--- config.mk ---
export PLATFORM = sky130hd
export DESIGN_NAME = text_to_unsigned_parser
export DESIGN_NICKNAME = d
export VERILOG_FILES = /design/src/rtl/core/ttup_pkg.sv /design/src/rtl/core/text_to_unsigned_parser.sv /design/src/rtl/core/ttup_front.sv /design/src/rtl/core/ttup_queue.sv /design/src/rtl/core/ttup_back.sv
export VERILOG_INCLUDE_DIRS = /design/src /design/src/rtl/core
export SDC_FILE = /design/constraint.sdc
export NUM_CORES = 1
export LEC_CHECK = 0
export ABC_AREA = 1
export BUFFER_PORTS_ARGS = -buffer_cell sky130_fd_sc_hd__clkbuf_2
export CAP_MARGIN = 20
export CELL_PAD_IN_SITES_DETAIL_PLACEMENT = 1
export CELL_PAD_IN_SITES_GLOBAL_PLACEMENT = 1
export CORE_MARGIN = 1
export CORE_UTILIZATION = 30
export DETAILED_ROUTE_END_ITERATION = 16
export PLACE_DENSITY_LB_ADDON = 0.25
export SKIP_LAST_GASP = 1
export SYNTH_ARGS = -nofsm -noshare
export SYNTH_HDL_FRONTEND = slang
export SYNTH_SLANG_ARGS = --single-unit
--- constraint.sdc ---
create_clock -name aclk -period 8.2 [get_ports aclk]
set_clock_uncertainty 0.15 [all_clocks]
set_input_delay 0.82 -clock aclk [delete_from_list [all_inputs] [get_ports aclk]]
set_output_delay 0.82 -clock aclk [all_outputs]
set_load 0.03 [all_outputs]
--- src/rtl/core/text_to_unsigned_parser_assert.svh ---
// Assertion macros for the text_to_unsigned_parser RTL, included by ttup_back
`ifndef TEXT_TO_UNSIGNED_PARSER_ASSERT_SVH
`define TEXT_TO_UNSIGNED_PARSER_ASSERT_SVH

// same-cycle implication, disabled in reset
`define TTUP_ASSERT_NOW(label, clk, rstn, ante, cons, msg) \
    label: assert property (@(posedge clk) disable iff (!(rstn)) (ante) |-> (cons)) \
        else $error(msg);

// next-cycle implication, disabled in reset
`define TTUP_ASSERT_NEXT(label, clk, rstn, ante, cons, msg) \
    label: assert property (@(posedge clk) disable iff (!(rstn)) (ante) |=> (cons)) \
        else $error(msg);

`endif

--- src/rtl/core/ttup_pkg.sv ---
// Package: types, codes and constants of the text_to_unsigned_parser
package ttup_pkg;

    localparam int VALUE_WIDTH_DEF = 64;
    localparam int VALUE_FIELD_W   = 64;
    localparam int CFG_DATA_W      = 64;
    localparam int CFG_ADDR_W      = 4;
    localparam int CFG_INDEX_BIT   = 3;
    localparam int QUEUE_DEPTH     = 4;

    localparam logic REG_DEFAULT_VALUE = 1'b0;
    localparam logic REG_REJECT_ZERO   = 1'b1;

    localparam logic [7:0] CH_NUL   = 8'h00;
    localparam logic [7:0] CH_TAB   = 8'h09;
    localparam logic [7:0] CH_LF    = 8'h0A;
    localparam logic [7:0] CH_VT    = 8'h0B;
    localparam logic [7:0] CH_FF    = 8'h0C;
    localparam logic [7:0] CH_CR    = 8'h0D;
    localparam logic [7:0] CH_SPACE = 8'h20;
    localparam logic [7:0] CH_PLUS  = 8'h2B;
    localparam logic [7:0] CH_MINUS = 8'h2D;
    localparam logic [7:0] CH_0     = 8'h30;
    localparam logic [7:0] CH_9     = 8'h39;
    localparam logic [7:0] CH_UA    = 8'h41;
    localparam logic [7:0] CH_UF    = 8'h46;
    localparam logic [7:0] CH_UX    = 8'h58;
    localparam logic [7:0] CH_LA    = 8'h61;
    localparam logic [7:0] CH_LF_   = 8'h66;
    localparam logic [7:0] CH_LX    = 8'h78;

    localparam logic [3:0] DIGIT_MAX_OCT = 4'd7;
    localparam logic [3:0] DIGIT_MAX_DEC = 4'd9;
    localparam logic [3:0] DIGIT_TEN     = 4'd10;

    typedef enum logic [2:0] {
        PH_START,
        PH_SIGN,
        PH_ZERO,
        PH_ZERO_X,
        PH_DIGITS
    } phase_t;

    typedef enum logic [1:0] {
        RADIX_DEC,
        RADIX_OCT,
        RADIX_HEX
    } radix_t;

    typedef enum logic [2:0] {
        CK_SKIP,
        CK_MINUS,
        CK_PLUS,
        CK_X,
        CK_DIGIT,
        CK_OTHER
    } char_kind_t;

    typedef struct packed {
        char_kind_t kind;
        logic [3:0] digit;
        logic       eot;
    } char_item_t;

endpackage

--- src/rtl/core/text_to_unsigned_parser.sv ---
// Top level: ASCII text to unsigned integer parser with APB configuration
// An end_of_text beat is queued, popped by the back end, then registered onto m_axis_tvalid.
// Throughput: one character beat per cycle while the queue has room; the back end takes one
// queued character a cycle. Stall: an end_of_text beat waits in the four-entry queue while
// a result is held and m_axis_tready is low; s_axis_tready drops only once the queue is full.
// Reset (aresetn low, synchronous) clears parse state, queue, output valid and registers.
module text_to_unsigned_parser #(
    parameter int VALUE_WIDTH = ttup_pkg::VALUE_WIDTH_DEF
) (
    input  logic                                aclk,
    input  logic                                aresetn,
    input  logic                                psel,
    input  logic                                penable,
    input  logic                                pwrite,
    input  logic [ttup_pkg::CFG_ADDR_W-1:0]     paddr,
    input  logic [ttup_pkg::CFG_DATA_W-1:0]     pwdata,
    output logic [ttup_pkg::CFG_DATA_W-1:0]     prdata,
    output logic                                pready,
    input  logic                                s_axis_tvalid,
    output logic                                s_axis_tready,
    input  logic [7:0]                          s_axis_tdata,  // ch
    input  logic [0:0]                          s_axis_tuser,  // no_char
    input  logic                                s_axis_tlast,
    output logic                                m_axis_tvalid,
    input  logic                                m_axis_tready,
    output logic [ttup_pkg::VALUE_FIELD_W-1:0]  m_axis_tdata,  // value
    output logic [1:0]                          m_axis_tuser   // used_default, saturated
);
    import ttup_pkg::*;

    logic [CFG_DATA_W-1:0]  default_value_reg, default_value_next;
    logic                   reject_zero_reg, reject_zero_next;
    logic                   cfg_write;

    logic                   q_push, q_full, q_pop, q_valid;
    char_item_t             push_item, pop_item;
    logic [VALUE_WIDTH-1:0] value;

    assign pready    = 1'b1;
    assign cfg_write = psel && penable && pwrite && pready;

    always_comb begin
        default_value_next = default_value_reg;
        reject_zero_next   = reject_zero_reg;
        if (cfg_write) begin
            if (paddr[CFG_INDEX_BIT] == REG_DEFAULT_VALUE) begin
                default_value_next = pwdata;
            end else begin
                reject_zero_next = pwdata[0];
            end
        end
    end

    always_ff @(posedge aclk) begin
        if (!aresetn) begin
            default_value_reg <= '0;
            reject_zero_reg   <= 1'b0;
        end else begin
            default_value_reg <= default_value_next;
            reject_zero_reg   <= reject_zero_next;
        end
    end

    assign prdata = (paddr[CFG_INDEX_BIT] == REG_REJECT_ZERO) ?
                    CFG_DATA_W'(reject_zero_reg) : default_value_reg;

    ttup_front u_front (
        .aclk    (aclk),
        .aresetn (aresetn),
        .s_valid (s_axis_tvalid),
        .s_ready (s_axis_tready),
        .ch      (s_axis_tdata),
        .no_char (s_axis_tuser[0]),
        .eot     (s_axis_tlast),
        .q_full  (q_full),
        .q_push  (q_push),
        .q_item  (push_item)
    );

    ttup_queue u_queue (
        .aclk      (aclk),
        .aresetn   (aresetn),
        .push      (q_push),
        .push_item (push_item),
        .full      (q_full),
        .pop       (q_pop),
        .valid     (q_valid),
        .pop_item  (pop_item)
    );

    ttup_back #(
        .VALUE_WIDTH (VALUE_WIDTH)
    ) u_back (
        .aclk           (aclk),
        .aresetn        (aresetn),
        .q_valid        (q_valid),
        .q_item         (pop_item),
        .q_pop          (q_pop),
        .default_value  (default_value_reg[VALUE_WIDTH-1:0]),
        .reject_zero    (reject_zero_reg),
        .m_valid        (m_axis_tvalid),
        .m_ready        (m_axis_tready),
        .m_value        (value),
        .m_used_default (m_axis_tuser[0]),
        .m_saturated    (m_axis_tuser[1])
    );

    assign m_axis_tdata = VALUE_FIELD_W'(value);

endmodule

--- src/rtl/core/ttup_front.sv ---
// Front end: accepts character beats, classifies them and tracks NUL termination
module ttup_front (
    input  logic                aclk,
    input  logic                aresetn,
    input  logic                s_valid,
    output logic                s_ready,
    input  logic [7:0]          ch,
    input  logic                no_char,
    input  logic                eot,
    input  logic                q_full,
    output logic                q_push,
    output ttup_pkg::char_item_t q_item
);
    import ttup_pkg::*;

    logic closed_reg;
    logic closed_next;
    logic accept;

    assign s_ready = !q_full;
    assign accept  = s_valid && s_ready;
    assign q_push  = accept;

    always_comb begin
        q_item.eot   = eot;
        q_item.digit = 4'd0;
        q_item.kind  = CK_OTHER;
        if (no_char || closed_reg || ch == CH_NUL) begin
            q_item.kind = CK_SKIP;
        end else if (ch == CH_SPACE || ch == CH_TAB || ch == CH_LF || ch == CH_VT ||
                     ch == CH_FF || ch == CH_CR) begin
            q_item.kind = CK_SKIP;
        end else if (ch == CH_MINUS) begin
            q_item.kind = CK_MINUS;
        end else if (ch == CH_PLUS) begin
            q_item.kind = CK_PLUS;
        end else if (ch == CH_LX || ch == CH_UX) begin
            q_item.kind = CK_X;
        end else if (ch >= CH_0 && ch <= CH_9) begin
            q_item.kind  = CK_DIGIT;
            q_item.digit = 4'(ch - CH_0);
        end else if (ch >= CH_LA && ch <= CH_LF_) begin
            q_item.kind  = CK_DIGIT;
            q_item.digit = 4'(ch - CH_LA) + DIGIT_TEN;
        end else if (ch >= CH_UA && ch <= CH_UF) begin
            q_item.kind  = CK_DIGIT;
            q_item.digit = 4'(ch - CH_UA) + DIGIT_TEN;
        end
    end

    always_comb begin
        closed_next = closed_reg;
        if (accept) begin
            if (eot) begin
                closed_next = 1'b0;
            end else if (!no_char && ch == CH_NUL) begin
                closed_next = 1'b1;
            end
        end
    end

    always_ff @(posedge aclk) begin
        if (!aresetn) begin
            closed_reg <= 1'b0;
        end else begin
            closed_reg <= closed_next;
        end
    end

endmodule

--- src/rtl/core/ttup_queue.sv ---
// Short queue of classified characters between front and back ends
module ttup_queue (
    input  logic                 aclk,
    input  logic                 aresetn,
    input  logic                 push,
    input  ttup_pkg::char_item_t push_item,
    output logic                 full,
    input  logic                 pop,
    output logic                 valid,
    output ttup_pkg::char_item_t pop_item
);
    import ttup_pkg::*;

    localparam int PTR_W = $clog2(QUEUE_DEPTH);
    localparam int CNT_W = PTR_W + 1;

    char_item_t         mem [QUEUE_DEPTH];
    logic [PTR_W-1:0]   wr_ptr_reg, wr_ptr_next;
    logic [PTR_W-1:0]   rd_ptr_reg, rd_ptr_next;
    logic [CNT_W-1:0]   count_reg, count_next;
    logic               do_pop;

    assign full     = (count_reg == CNT_W'(QUEUE_DEPTH));
    assign valid    = (count_reg != '0);
    assign do_pop   = pop && valid;
    assign pop_item = mem[rd_ptr_reg];

    always_comb begin
        wr_ptr_next = wr_ptr_reg;
        rd_ptr_next = rd_ptr_reg;
        count_next  = count_reg;
        if (push) begin
            wr_ptr_next = wr_ptr_reg + 1'b1;
        end
        if (do_pop) begin
            rd_ptr_next = rd_ptr_reg + 1'b1;
        end
        if (push && !do_pop) begin
            count_next = count_reg + 1'b1;
        end else if (!push && do_pop) begin
            count_next = count_reg - 1'b1;
        end
    end

    always_ff @(posedge aclk) begin
        if (push) begin
            mem[wr_ptr_reg] <= push_item;
        end
    end

    always_ff @(posedge aclk) begin
        if (!aresetn) begin
            wr_ptr_reg <= '0;
            rd_ptr_reg <= '0;
            count_reg  <= '0;
        end else begin
            wr_ptr_reg <= wr_ptr_next;
            rd_ptr_reg <= rd_ptr_next;
            count_reg  <= count_next;
        end
    end

endmodule

--- src/rtl/core/ttup_back.sv ---
// Back end: parse state machine, radix accumulator and result register
module ttup_back #(
    parameter int VALUE_WIDTH = ttup_pkg::VALUE_WIDTH_DEF
) (
    input  logic                   aclk,
    input  logic                   aresetn,
    input  logic                   q_valid,
    input  ttup_pkg::char_item_t   q_item,
    output logic                   q_pop,
    input  logic [VALUE_WIDTH-1:0] default_value,
    input  logic                   reject_zero,
    output logic                   m_valid,
    input  logic                   m_ready,
    output logic [VALUE_WIDTH-1:0] m_value,
    output logic                   m_used_default,
    output logic                   m_saturated
);
    import ttup_pkg::*;

    localparam int SUM_W = VALUE_WIDTH + 5;

    phase_t                 phase_reg, phase_next, phase_char;
    radix_t                 radix_reg, radix_next, radix_char, load_radix;
    logic                   failed_reg, failed_next, fail_char;
    logic                   overflow_reg, overflow_next, overflow_char;
    logic [VALUE_WIDTH-1:0] acc_reg, acc_next, acc_char;
    logic                   load_first, add_en;

    logic                   out_valid_reg, out_valid_next;
    logic [VALUE_WIDTH-1:0] out_value_reg, out_value_next;
    logic                   out_def_reg, out_def_next;
    logic                   out_sat_reg, out_sat_next;

    logic [SUM_W-1:0]       acc_ext, scaled, sum;
    logic                   sum_ovf;
    logic                   digit_in_radix;
    logic                   use_def;
    logic [VALUE_WIDTH-1:0] parsed;

    assign q_pop = q_valid && (!q_item.eot || !out_valid_reg || m_ready);

    always_comb begin
        unique case (radix_reg)
            RADIX_OCT: digit_in_radix = (q_item.digit <= DIGIT_MAX_OCT);
            RADIX_HEX: digit_in_radix = 1'b1;
            default:   digit_in_radix = (q_item.digit <= DIGIT_MAX_DEC);
        endcase
    end

    // next state of the parse phase
    always_comb begin
        phase_char = phase_reg;
        fail_char  = failed_reg;
        load_first = 1'b0;
        load_radix = RADIX_DEC;
        add_en     = 1'b0;
        if (q_pop && !failed_reg && q_item.kind != CK_SKIP) begin
            if (q_item.kind == CK_MINUS) begin
                fail_char = 1'b1;
            end else begin
                unique case (phase_reg)
                    PH_START, PH_SIGN: begin
                        if (q_item.kind == CK_PLUS && phase_reg == PH_START) begin
                            phase_char = PH_SIGN;
                        end else if (q_item.kind == CK_DIGIT && q_item.digit == 4'd0) begin
                            phase_char = PH_ZERO;
                        end else if (q_item.kind == CK_DIGIT &&
                                     q_item.digit <= DIGIT_MAX_DEC) begin
                            phase_char = PH_DIGITS;
                            load_first = 1'b1;
                            load_radix = RADIX_DEC;
                        end else begin
                            fail_char = 1'b1;
                        end
                    end
                    PH_ZERO: begin
                        if (q_item.kind == CK_X) begin
                            phase_char = PH_ZERO_X;
                        end else if (q_item.kind == CK_DIGIT &&
                                     q_item.digit <= DIGIT_MAX_OCT) begin
                            phase_char = PH_DIGITS;
                            load_first = 1'b1;
                            load_radix = RADIX_OCT;
                        end else begin
                            fail_char = 1'b1;
                        end
                    end
                    PH_ZERO_X: begin
                        if (q_item.kind == CK_DIGIT) begin
                            phase_char = PH_DIGITS;
                            load_first = 1'b1;
                            load_radix = RADIX_HEX;
                        end else begin
                            fail_char = 1'b1;
                        end
                    end
                    PH_DIGITS: begin
                        if (q_item.kind == CK_DIGIT && digit_in_radix) begin
                            add_en = 1'b1;
                        end else begin
                            fail_char = 1'b1;
                        end
                    end
                    default: fail_char = 1'b1;
                endcase
            end
        end
        phase_next  = (q_pop && q_item.eot) ? PH_START : phase_char;
        failed_next = (q_pop && q_item.eot) ? 1'b0 : fail_char;
    end

    // accumulator datapath and result
    always_comb begin
        acc_ext = SUM_W'(acc_reg);
        unique case (radix_reg)
            RADIX_OCT: scaled = acc_ext << 3;
            RADIX_HEX: scaled = acc_ext << 4;
            default:   scaled = (acc_ext << 3) + (acc_ext << 1);
        endcase
        sum     = scaled + SUM_W'(q_item.digit);
        sum_ovf = |sum[SUM_W-1:VALUE_WIDTH];

        acc_char      = acc_reg;
        radix_char    = radix_reg;
        overflow_char = overflow_reg;
        if (load_first) begin
            acc_char   = VALUE_WIDTH'(q_item.digit);
            radix_char = load_radix;
        end else if (add_en && !overflow_reg) begin
            if (sum_ovf) begin
                acc_char      = '1;
                overflow_char = 1'b1;
            end else begin
                acc_char = sum[VALUE_WIDTH-1:0];
            end
        end

        use_def = fail_char || phase_char == PH_SIGN || phase_char == PH_ZERO_X;
        parsed  = (phase_char == PH_DIGITS) ? acc_char : '0;
        if (!use_def && reject_zero && parsed == '0) begin
            use_def = 1'b1;
        end

        out_valid_next = out_valid_reg && !m_ready;
        out_value_next = out_value_reg;
        out_def_next   = out_def_reg;
        out_sat_next   = out_sat_reg;
        if (q_pop && q_item.eot) begin
            out_valid_next = 1'b1;
            out_value_next = use_def ? default_value : parsed;
            out_def_next   = use_def;
            out_sat_next   = !use_def && overflow_char;
        end

        if (q_pop && q_item.eot) begin
            acc_next      = '0;
            radix_next    = RADIX_DEC;
            overflow_next = 1'b0;
        end else begin
            acc_next      = acc_char;
            radix_next    = radix_char;
            overflow_next = overflow_char;
        end
    end

    always_ff @(posedge aclk) begin
        if (!aresetn) begin
            phase_reg     <= PH_START;
            radix_reg     <= RADIX_DEC;
            failed_reg    <= 1'b0;
            overflow_reg  <= 1'b0;
            acc_reg       <= '0;
            out_valid_reg <= 1'b0;
        end else begin
            phase_reg     <= phase_next;
            radix_reg     <= radix_next;
            failed_reg    <= failed_next;
            overflow_reg  <= overflow_next;
            acc_reg       <= acc_next;
            out_valid_reg <= out_valid_next;
        end
    end

    always_ff @(posedge aclk) begin
        out_value_reg <= out_value_next;
        out_def_reg   <= out_def_next;
        out_sat_reg   <= out_sat_next;
    end

    assign m_valid        = out_valid_reg;
    assign m_value        = out_value_reg;
    assign m_used_default = out_def_reg;
    assign m_saturated    = out_sat_reg;

`include "text_to_unsigned_parser_assert.svh"

    `TTUP_ASSERT_NOW(a_sat_not_default, aclk, aresetn, out_valid_reg && out_sat_reg, !out_def_reg && out_value_reg == '1, "saturated result must be all ones and not default")
    `TTUP_ASSERT_NOW(a_ovf_acc_ones, aclk, aresetn, overflow_reg, acc_reg == '1 && phase_reg == PH_DIGITS, "overflow flag without saturated accumulator")
    `TTUP_ASSERT_NOW(a_radix_digits, aclk, aresetn, radix_reg != RADIX_DEC, phase_reg == PH_DIGITS, "radix chosen outside digit phase")
    `TTUP_ASSERT_NEXT(a_clear_after_end, aclk, aresetn, q_pop && q_item.eot, phase_reg == PH_START && !failed_reg && !overflow_reg && acc_reg == '0 && out_valid_reg, "parse state not cleared after end of text")

endmodule
==> results.txt, run 1 <==
Remaining antenna violation count = 0
Placed cells = 4803
Routed wl met2 = 42700 um
Initial antenna violation count = 0
Final period util = 87.6%
Switching share of power = 48.7%
GRT overflow = 0
Dpl cell area = 23800 um^2
Core area = 71900 um^2
Vias in the first global route = 24000
Average wire per standard cell = 18.0 um
Clock Latency Late Sink = 0.54 ns
CP max FO = 39
GPL Wtd Cong = 0.945
Area growth syn-to-layout = 12.0%
WL final = 87300 um
Clock network fraction of design power = 20.7%
FP Rows = 98
Post-CTS Setup Bufs = 0
F_max = 139 MHz
Cells after Synth = 3749
Slowest-stage cell, CP = dfxtp_1
Net Sw Power = 2.68 mW
Critical setup path kind = flip-flop to flip-flop
Port bufs = 213
DR top layer = met4
Post-Layout Cell Count = 4850
Minimum clock period = 7.18 ns
Synthesized flop and latch total = 245
Status = finished, final reports clean
Hold Buf Count CTS = 0
I/O pin count = 218
Nets@finish = 4045
Max-slew violation count = 0
Post-Layout Inst Area = 24500 um^2
Global Route Usage Sum = 23.3%
Die Wd = 272 um
Largest net degree at the start of global routing = 100
Syn Area/Cell = 5.84 um^2
Startpoint type of the worst setup path = flip-flop
WL met1 = 38800 um
Initial core utilization = 30.5%
Seq/Total Area, Yosys = 26.9%
Vias per cell = 4.97
Yosys warns = 0
Worst path most repeated cell = nand2_1
Pre-Repair DR Iteration Count = 6
Unique cell type count in the Yosys netlist = 51
TNS Setup = 0 ns
CTS max path bufs = 3
Share of cells above drive strength 1 = 10.1%
Hold/Removal Path Class = flip-flop to flip-flop
Relative slew slack = 20.2%
Worst-Margin Slew = 1.19 ns
Pwr dens = 224 nW/um^2
CTS resizes = 0
Endpoint class of the critical path = flip-flop
Seq pwr share = 29.9%
Ys flop type = dfxtp_1
Arrival @ worst endpoint = 7.32 ns
# setup viols final = 0
FFs w/ async S/R, synth = 0%
CTS tree = yes
CP max stage delay = 0.69 ns
Max Cap Viol = 0
Critical Path RT = 8.33 ns
H-tree Lvls = 1
Post-synth EDFFs = 98
Vias = 24100
Routed wl met3 = 3130 um
CTS sink count = 245
Syn Std Cell Area = 21900 um^2
First-pass GRT wire length = 136000 um
CTS Root Cell = clkbuf_16
Initial DRC Count = 1468
Syn_nets = 3914
Total Die Area = 74100 um^2
CTS Buf Count = 25
DP HPWL = 71300 um
Clk slew on worst S/H paths = 0.07 ns
Internal = 2.82 mW
Chip height = 272 um
LEAKAGE = 12.7 nW
Comb power frac = 49.4%
Number of hold-slack violations in the final timing report = 0
RSZ-0062 raised after global routing = false
Max VDD drop = 288 uV
Residual DRC count = 0
[cell usage in the layout, fill, tap and decap left out, drive strengths merged]
cell type | netlist | final
nand2 | 1174 | 1174
inv | 696 | 700
nor2 | 469 | 469
nand3 | 381 | 381
clkbuf | 69 | 250
o21ai | 182 | 182
a21oi | 167 | 167
dfxtp | 147 | 147
edfxtp | 98 | 98
ha | 77 | 77
nand4 | 40 | 40
a221o | 38 | 38
nor3 | 26 | 26
buf | 61 | 21
xor2 | 20 | 20
o22ai | 18 | 18
or2 | 14 | 14
nand3b | 11 | 11
xnor2 | 10 | 10
clkinv | 6 | 10
nor4 | 7 | 7
o21bai | 6 | 6
o221ai | 5 | 5
a31oi | 5 | 5
a32oi | 4 | 4
and3 | 3 | 3
fa | 3 | 3
and2 | 2 | 2
nor3b | 2 | 2
diode | 0 | 1
o31ai | 1 | 1
o311ai | 1 | 1
a22oi | 1 | 1
o21a | 1 | 1
o2111ai | 1 | 1
a41oi | 1 | 1
a211oi | 1 | 1
conb | 1 | 1
bufinv | 0 | 1
[stage by stage]
step	power [mW]	setup slack (ns)	hold slack [ns]	util [%]
global placement	4.41	1.26	0.309	33.1
CTS	5.58	1.09	0.325	34.1
floorplan	3.65	2.26	0.286	-
global route	5.87	0.359	0.345	34.1
detailed placement	4.43	1.13	0.314	33.1
finish	5.51	1.02	0.322	34.1
[metal layers]
layer | track usage [%] | vias up
met2 | 41.0 | 428
met1 | 30.4 | 11500
met5 | 0 | -
met4 | 6.45 | 0
met3 | 1.71 | 105
li1 | - | 12000
[worst paths after layout]
path,startpoint,cells past startpoint,slack (ns),endpoint
worst max-delay path,flip-flop,35,1.02,u_back.m_value[46]$_DFFE_PP_
worst max register to register,flip-flop,35,1.02,u_back.m_value[46]$_DFFE_PP_
worst min-delay path,default_value_reg[37]$_SDFFE_PN0P_,2,0.32,default_value_reg[37]$_SDFFE_PN0P_
worst min register to register,default_value_reg[37]$_SDFFE_PN0P_,2,0.32,default_value_reg[37]$_SDFFE_PN0P_
[Yosys cell counts (2+ instances only)]
library cell | count | area share, %
nor3b_1 | 2 | 0.069
or2_2 | 14 | 0.40
nor2_2 | 26 | 0.74
o221ai_1 | 5 | 0.20
a32oi_1 | 4 | 0.16
buf_4 | 14 | 0.48
fa_1 | 3 | 0.27
buf_6 | 7 | 0.36
and2_1 | 2 | 0.057
xor2_1 | 20 | 0.80
a31oi_1 | 5 | 0.14
o21bai_2 | 2 | 0.10
clkinv_1 | 6 | 0.10
buf_2 | 28 | 0.64
nor4_1 | 7 | 0.20
nor2_1 | 431 | 7.4
a221o_1 | 38 | 1.7
nor2_4 | 10 | 0.51
nand4_1 | 40 | 1.1
o21bai_1 | 4 | 0.14
nand3b_1 | 11 | 0.38
nand3_2 | 11 | 0.50
nand2_2 | 19 | 0.54
buf_1 | 12 | 0.21
o21ai_0 | 178 | 4.1
dfxtp_1 | 147 | 13
nor3_1 | 24 | 0.55
ha_1 | 77 | 4.4
a21oi_1 | 166 | 3.8
inv_2 | 31 | 0.53
nand3_1 | 370 | 8.5
clkbuf_1 | 69 | 1.2
inv_1 | 665 | 11
nand2_1 | 1155 | 20
xnor2_1 | 10 | 0.40
o21ai_1 | 4 | 0.091
nor2_8 | 2 | 0.18
edfxtp_1 | 98 | 13
and3_1 | 3 | 0.086
o22ai_1 | 18 | 0.51
[logic make-up after synthesis]
family,Yosys count,synth area share (%)
xor gates and xnor gates,30,1.20
adders and majority gates,80,4.67
other,1,0.0171
DFF,245,26.9
and+or+nand+nor,2129,41.1
AOI/OAI and AO/OA,432,11.2
buffers and inverters,832,14.9
[area by class of cell]
class | count | area (um^2)
Inverter | 702 | 2640
Clock buffer | 37 | 691
Timing Repair Buffer | 234 | 1250
Tap cell | 950 | 1190
Multi-Input combinational cell | 2672 | 12800
Fill cell | 9798 | 47300
Sequential cell | 245 | 5890
Antenna cell | 1 | 2.50
Clock inverter | 9 | 91.3
[power by group through the flow]
stage | Combinational [mW] | Sequential, mW | Clock (mW)
detailed placement | 2.75 | 1.68 | 0
floorplan | 1.68 | 1.97 | 0
global placement | 2.74 | 1.67 | 0
global route | 2.98 | 1.67 | 1.21
CTS | 2.76 | 1.65 | 1.16
finish | 2.72 | 1.65 | 1.14
[critical path: cells and delay by family, from the launching register on]
kind	cells	cell delay (ns)
fa+ha+maj	1	0.43
flops	1	0.69
compound gates	1	0.22
simple gates	30	4.43
buf+inv	3	0.90
(Power assumes the default switching activity.)
==> run 2, diff against run 1 <==
- RECOVER_POWER: default -> 100
- SLEW_MARGIN: default -> 20
==> run 2 against run 1 <==
The flow now finishes with violations (capacitance limit, slew limit); global-route usage unchanged; sequential share of layout area increased by 0.19 points; via count decreased by 0.16%; power decreased by 0.54%; worst setup slack got worse by 0.14 ns; first-iteration DRC count decreased by 3.1%; non-clock buffer count unchanged; sequential power about the same; combinational power decreased by 2%; critical path type unchanged; maximum frequency decreased by 1.9%; largest cell class unchanged; highest routed layer unchanged.
==> results.txt, run 2 (synthesis results as in run 1) <==
CTS tree = yes
Vias per cell = 4.96
Max-slew violation count = 380
Switching share of power = 49.1%
First-pass GRT wire length = 136000 um
Arrival @ worst endpoint = 7.45 ns
Nets@finish = 4045
CP max stage delay = 0.68 ns
H-tree Lvls = 1
CTS max path bufs = 3
Largest net degree at the start of global routing = 100
Number of hold-slack violations in the final timing report = 0
Die Wd = 272 um
Vias = 24000
Routed wl met2 = 42700 um
CP max FO = 39
Failing checks = capacitance limit, slew limit
Residual DRC count = 0
Endpoint class of the critical path = flip-flop
Final period util = 89.3%
Critical Path RT = 8.33 ns
F_max = 137 MHz
Global Route Usage Sum = 23.3%
CTS resizes = 0
Routed wl met3 = 2910 um
Max Cap Viol = 5
WL met1 = 39000 um
Startpoint type of the worst setup path = flip-flop
# setup viols final = 0
Chip height = 272 um
Pwr dens = 225 nW/um^2
CTS Buf Count = 25
Critical setup path kind = flip-flop to flip-flop
Slowest-stage cell, CP = dfxtp_1
Max VDD drop = 267 uV
Area growth syn-to-layout = 11.1%
GPL Wtd Cong = 0.945
Internal = 2.79 mW
Pre-Repair DR Iteration Count = 8
Relative slew slack = -156%
WHS Path Cells = 2
Share of cells above drive strength 1 = 6.44%
Fin Hold WS = 0.322 ns
Average wire per standard cell = 18.0 um
Commonest non-fill, non-tap cell in the layout = nand2_1
Vias in the first global route = 24000
FP Rows = 98
Post-layout util = 33.9%
Total Die Area = 74100 um^2
Core area = 71900 um^2
Post-Layout Cell Count = 4851
Status = finished, violations left
Post-CTS Setup Bufs = 0
DR top layer = met4
LEAKAGE = 12.3 nW
I/O pin count = 218
Hold/Removal Path Class = flip-flop to flip-flop
Worst R2R Path Depth = 35
Clock Latency Late Sink = 0.54 ns
WL final = 87300 um
Worst-Margin Slew = 3.83 ns
Net Sw Power = 2.69 mW
Clock network fraction of design power = 20.8%
DP HPWL = 71300 um
Port bufs = 213
GRT overflow = 0
Initial antenna violation count = 0
Post-Layout Inst Area = 24300 um^2
Clk slew on worst S/H paths = 0.07 ns
Remaining antenna violation count = 0
Initial DRC Count = 1422
TNS Setup = 0 ns
Dpl cell area = 23800 um^2
Minimum clock period = 7.32 ns
CTS sink count = 245
Placed cells = 4803
Worst path most repeated cell = nand2_1
Initial core utilization = 30.5%
Seq pwr share = 30.4%
Comb power frac = 48.8%
RSZ-0062 raised after global routing = false
CTS Root Cell = clkbuf_16
Most frequent cells in the layout = nand2_1, inv_1, nor2_1
Hold Buf Count CTS = 0
## run 2: worst paths after layout
kind	from	endpoint	slack [ns]
worst max-delay path	flip-flop	u_back.m_value[46]$_DFFE_PP_	0.88
worst min-delay path	default_value_reg[37]$_SDFFE_PN0P_	default_value_reg[37]$_SDFFE_PN0P_	0.32
worst max register to register	flip-flop	u_back.m_value[46]$_DFFE_PP_	0.88
worst min register to register	default_value_reg[37]$_SDFFE_PN0P_	default_value_reg[37]$_SDFFE_PN0P_	0.32
## run 2: area by class of cell
class,instances,area (um^2)
Fill cell,9850,47500
Multi-Input combinational cell,2672,12800
Sequential cell,245,5890
Inverter,702,2640
Tap cell,950,1190
Timing Repair Buffer,234,1060
Clock buffer,37,691
Clock inverter,9,91.3
Antenna cell,2,5.00
## run 2: routing by layer
layer	track usage, %	vias up
li1	-	12000
met1	30.4	11500
met2	41.0	404
met3	1.71	106
met4	6.45	0
met5	0	-
## run 2: metrics by stage
step	worst slack, ns	power, mW
2_1_floorplan	2.26	3.65
3_3_place_gp	1.26	4.41
3_5_place_dp	1.13	4.43
4_1_cts	1.09	5.58
5_1_grt	0.187	5.83
6_report	0.879	5.48
## run 2: critical path, delay by kind of cell (launching register included)
kind	cells	cell delay, ns
and+or+nand+nor	30	4.47
buffers and inverters	3	1.03
DFF	1	0.68
adders and majority gates	1	0.43
AOI/OAI and AO/OA	1	0.23
## run 2: power by group through the flow
stage          Combinational, mW  Sequential, mW  Clock, mW
5_1_grt                     2.93            1.69       1.21
4_1_cts                     2.76            1.65       1.16
2_1_floorplan               1.68            1.97          0
3_5_place_dp                2.75            1.68          0
3_3_place_gp                2.74            1.67          0
6_report                    2.67            1.67       1.14
==> run 3, diff against run 2 <==
- SYNTH_HIERARCHICAL: default -> 1
==> run 3 against run 2 <==
The run still ends with capacitance limit, slew limit left; sequential cell count unchanged; synthesized cell count is 6.2% higher; worst setup slack improved by 0.29 ns; critical path type unchanged; highest routed layer unchanged.
==> results.txt, run 3 <==
Synth Area in Simple Gates = 46.6%
Cell taking the most area after synthesis = nand2_1
Ys flop type = dfxtp_1
Initial antenna violation count = 0
# setup viols final = 0
FFs w/ async S/R, synth = 0%
DP HPWL = 76800 um
Clk slew on worst S/H paths = 0.06 ns
XOR/XNOR share of the synthesized area = 1.00%
Failing checks = capacitance limit, slew limit
CTS tree = yes
I/O pin count = 218
GRT overflow = 0
Core area = 77600 um^2
Pwr dens = 202 nW/um^2
Vias = 25100
Arrival @ worst endpoint = 7.19 ns
Max VDD drop = 282 uV
CTS Buf Count = 28
DP Worst Slack = 1.38 ns
Cell with the most instances after synthesis = nand2_1
Dominant cells by area after synthesis = nand2_1, dfxtp_1, edfxtp_1, inv_1, nor2_1
CTS Root Cell = clkbuf_16
Port bufs = 213
Pre-Repair DR Iteration Count = 5
GPL Wtd Cong = 0.976
Residual DRC count = 0
Relative slew slack = -167%
Initial core utilization = 30.4%
Filler cells = 10700
Reg area = 5890 um^2
Post-synth EDFFs = 98
Cells after Synth = 3982
CP max FO = 65
CP max stage delay = 0.48 ns
Setup ws final = 1.17 ns
H-tree Lvls = 1
Largest net degree at the start of global routing = 104
Status = finished, violations left
Post-synthesis mux area share = 0%
Minimum clock period = 7.03 ns
Post-CTS Setup Bufs = 0
WL final = 95800 um
Die Wd = 282 um
Max Cap Viol = 5
F_max = 142 MHz
Unique cell type count in the Yosys netlist = 50
Most frequent cells in the layout = nand2_1, inv_1, nor2_1
CTS sink count = 245
Yosys top cell area share = 19.0%
Worst path most repeated cell = nor2_1
Compound-Gate Fraction of Synth Area = 7.28%
Post-synth top cells = nand2_1, inv_1, nor2_1, nand3_1, dfxtp_1
Vias in the first global route = 24600
Remaining antenna violation count = 0
Startpoint type of the worst setup path = flip-flop
Syn_nets = 4146
Slowest-stage cell, CP = dfxtp_1
Hold/Removal Path Class = flip-flop to flip-flop
Critical setup path kind = flip-flop to flip-flop
Hold Buf Count CTS = 0
Clock Latency Late Sink = 0.58 ns
Final Power = 5.22 mW
Critical Path RT = 8.36 ns
Main combinational cell family by area after synthesis = simple AND/OR/NAND/NOR gates
Initial DRC Count = 1452
Commonest non-fill, non-tap cell in the layout = nand2_1
Worst-Margin Slew = 4.01 ns
Diode count = 0
Global Route Usage Sum = 23.8%
Chip height = 282 um
Seq/Total Area, Yosys = 25.0%
Area of the multi-input gates = 13800 um^2
Post-Synth Adder-Cell Area = 4.29%
CTS max path bufs = 3
Vias per cell = 4.86
Yosys warns = 6
Max-slew violation count = 348
Syn Area/Cell = 5.91 um^2
First-pass GRT wire length = 146000 um
Total Die Area = 79600 um^2
LEAKAGE = 12.8 nW
Area growth syn-to-layout = 9.81%
RSZ-0062 raised after global routing = false
CTS resizes = 0
Share of cells above drive strength 1 = 9.46%
TNS Setup = 0 ns
Number of hold-slack violations in the final timing report = 0
Endpoint class of the critical path = flip-flop
Synthesized flop and latch total = 245
FP Rows = 102
Final period util = 85.7%
Nets@finish = 4277
Syn Std Cell Area = 23600 um^2
Average wire per standard cell = 18.5 um
run 3: cell count changes after synthesis, moves of 26 or more:
| cell | delta |
|---|---|
| inv_1 | +41 |
| nor2_1 | +127 |
| a221o_1 | -38 |
| nor2_2 | +26 |
| nand3_2 | +79 |
| o221ai_1 | +35 |
| nand2_1 | +37 |
| o21ai_0 | -134 |
| nand2_2 | +52 |
run 3: metrics by stage:
step	area (um^2)	util, %	std cells	hold WS (ns)
CTS	26200	33.8	5175	0.334
finish	25900	33.3	5175	0.354
floorplan	23600	-	3982	0.299
global route	25900	33.3	5175	0.375
detailed placement	25300	32.6	5123	0.348
global placement	25300	32.6	5123	0.337
run 3: worst paths after layout:
check                                                         from                            endpoint  slack [ns]  cells past startpoint
worst max-delay path                                     flip-flop        u_back/m_value[12]$_DFFE_PP_        1.17                     33
worst min-delay path            default_value_reg[38]$_SDFFE_PN0P_  default_value_reg[38]$_SDFFE_PN0P_        0.35                      2
worst max register to register                           flip-flop        u_back/m_value[12]$_DFFE_PP_        1.17                     33
worst min register to register  default_value_reg[38]$_SDFFE_PN0P_  default_value_reg[38]$_SDFFE_PN0P_        0.35                      2
run 3: final cells by class:
| class | count | share of cell area, % |
|---|---|---|
| clock buffer | 38 | 2.98 |
| inverter | 753 | 10.9 |
| clock inverter | 14 | 0.721 |
| sequential | 245 | 22.8 |
| multi-input combinational | 2852 | 53.3 |
| timing repair buffer | 233 | 4.24 |
| tap | 1040 | 5.03 |
run 3: per-layer routing:
layer / GRT usage [%] / vias to the layer above / wire (um)
met5: 0 / - / 0
met2: 38.6 / 501 / 42700
met4: 4.85 / 0 / 1950
met1: 33.8 / 11900 / 46400
li1: - / 12600 / -
met3: 2.78 / 91 / 4780
run 3: cell families after synthesis:
kind of cell / after synthesis
flops: 245
fa+ha+maj: 79
compound gates: 286
xor+xnor: 27
other cells: 1
buf+inv: 885
simple gates: 2459
run 3: worst max-delay path, delay by kind of cell (launching register included):
family          cells  cell delay, ns
simple gates       24            3.42
buf+inv             4            1.26
compound gates      4            0.85
flops               1            0.48
fa+ha+maj           1            0.48
run 3: where the power goes:
| part | internal (mW) | switching, mW |
|---|---|---|
| clock | 0.785 | 0.554 |
| sequential | 1.54 | 0.0873 |
| combinational | 0.495 | 1.75 |
| total | 2.82 | 2.39 |
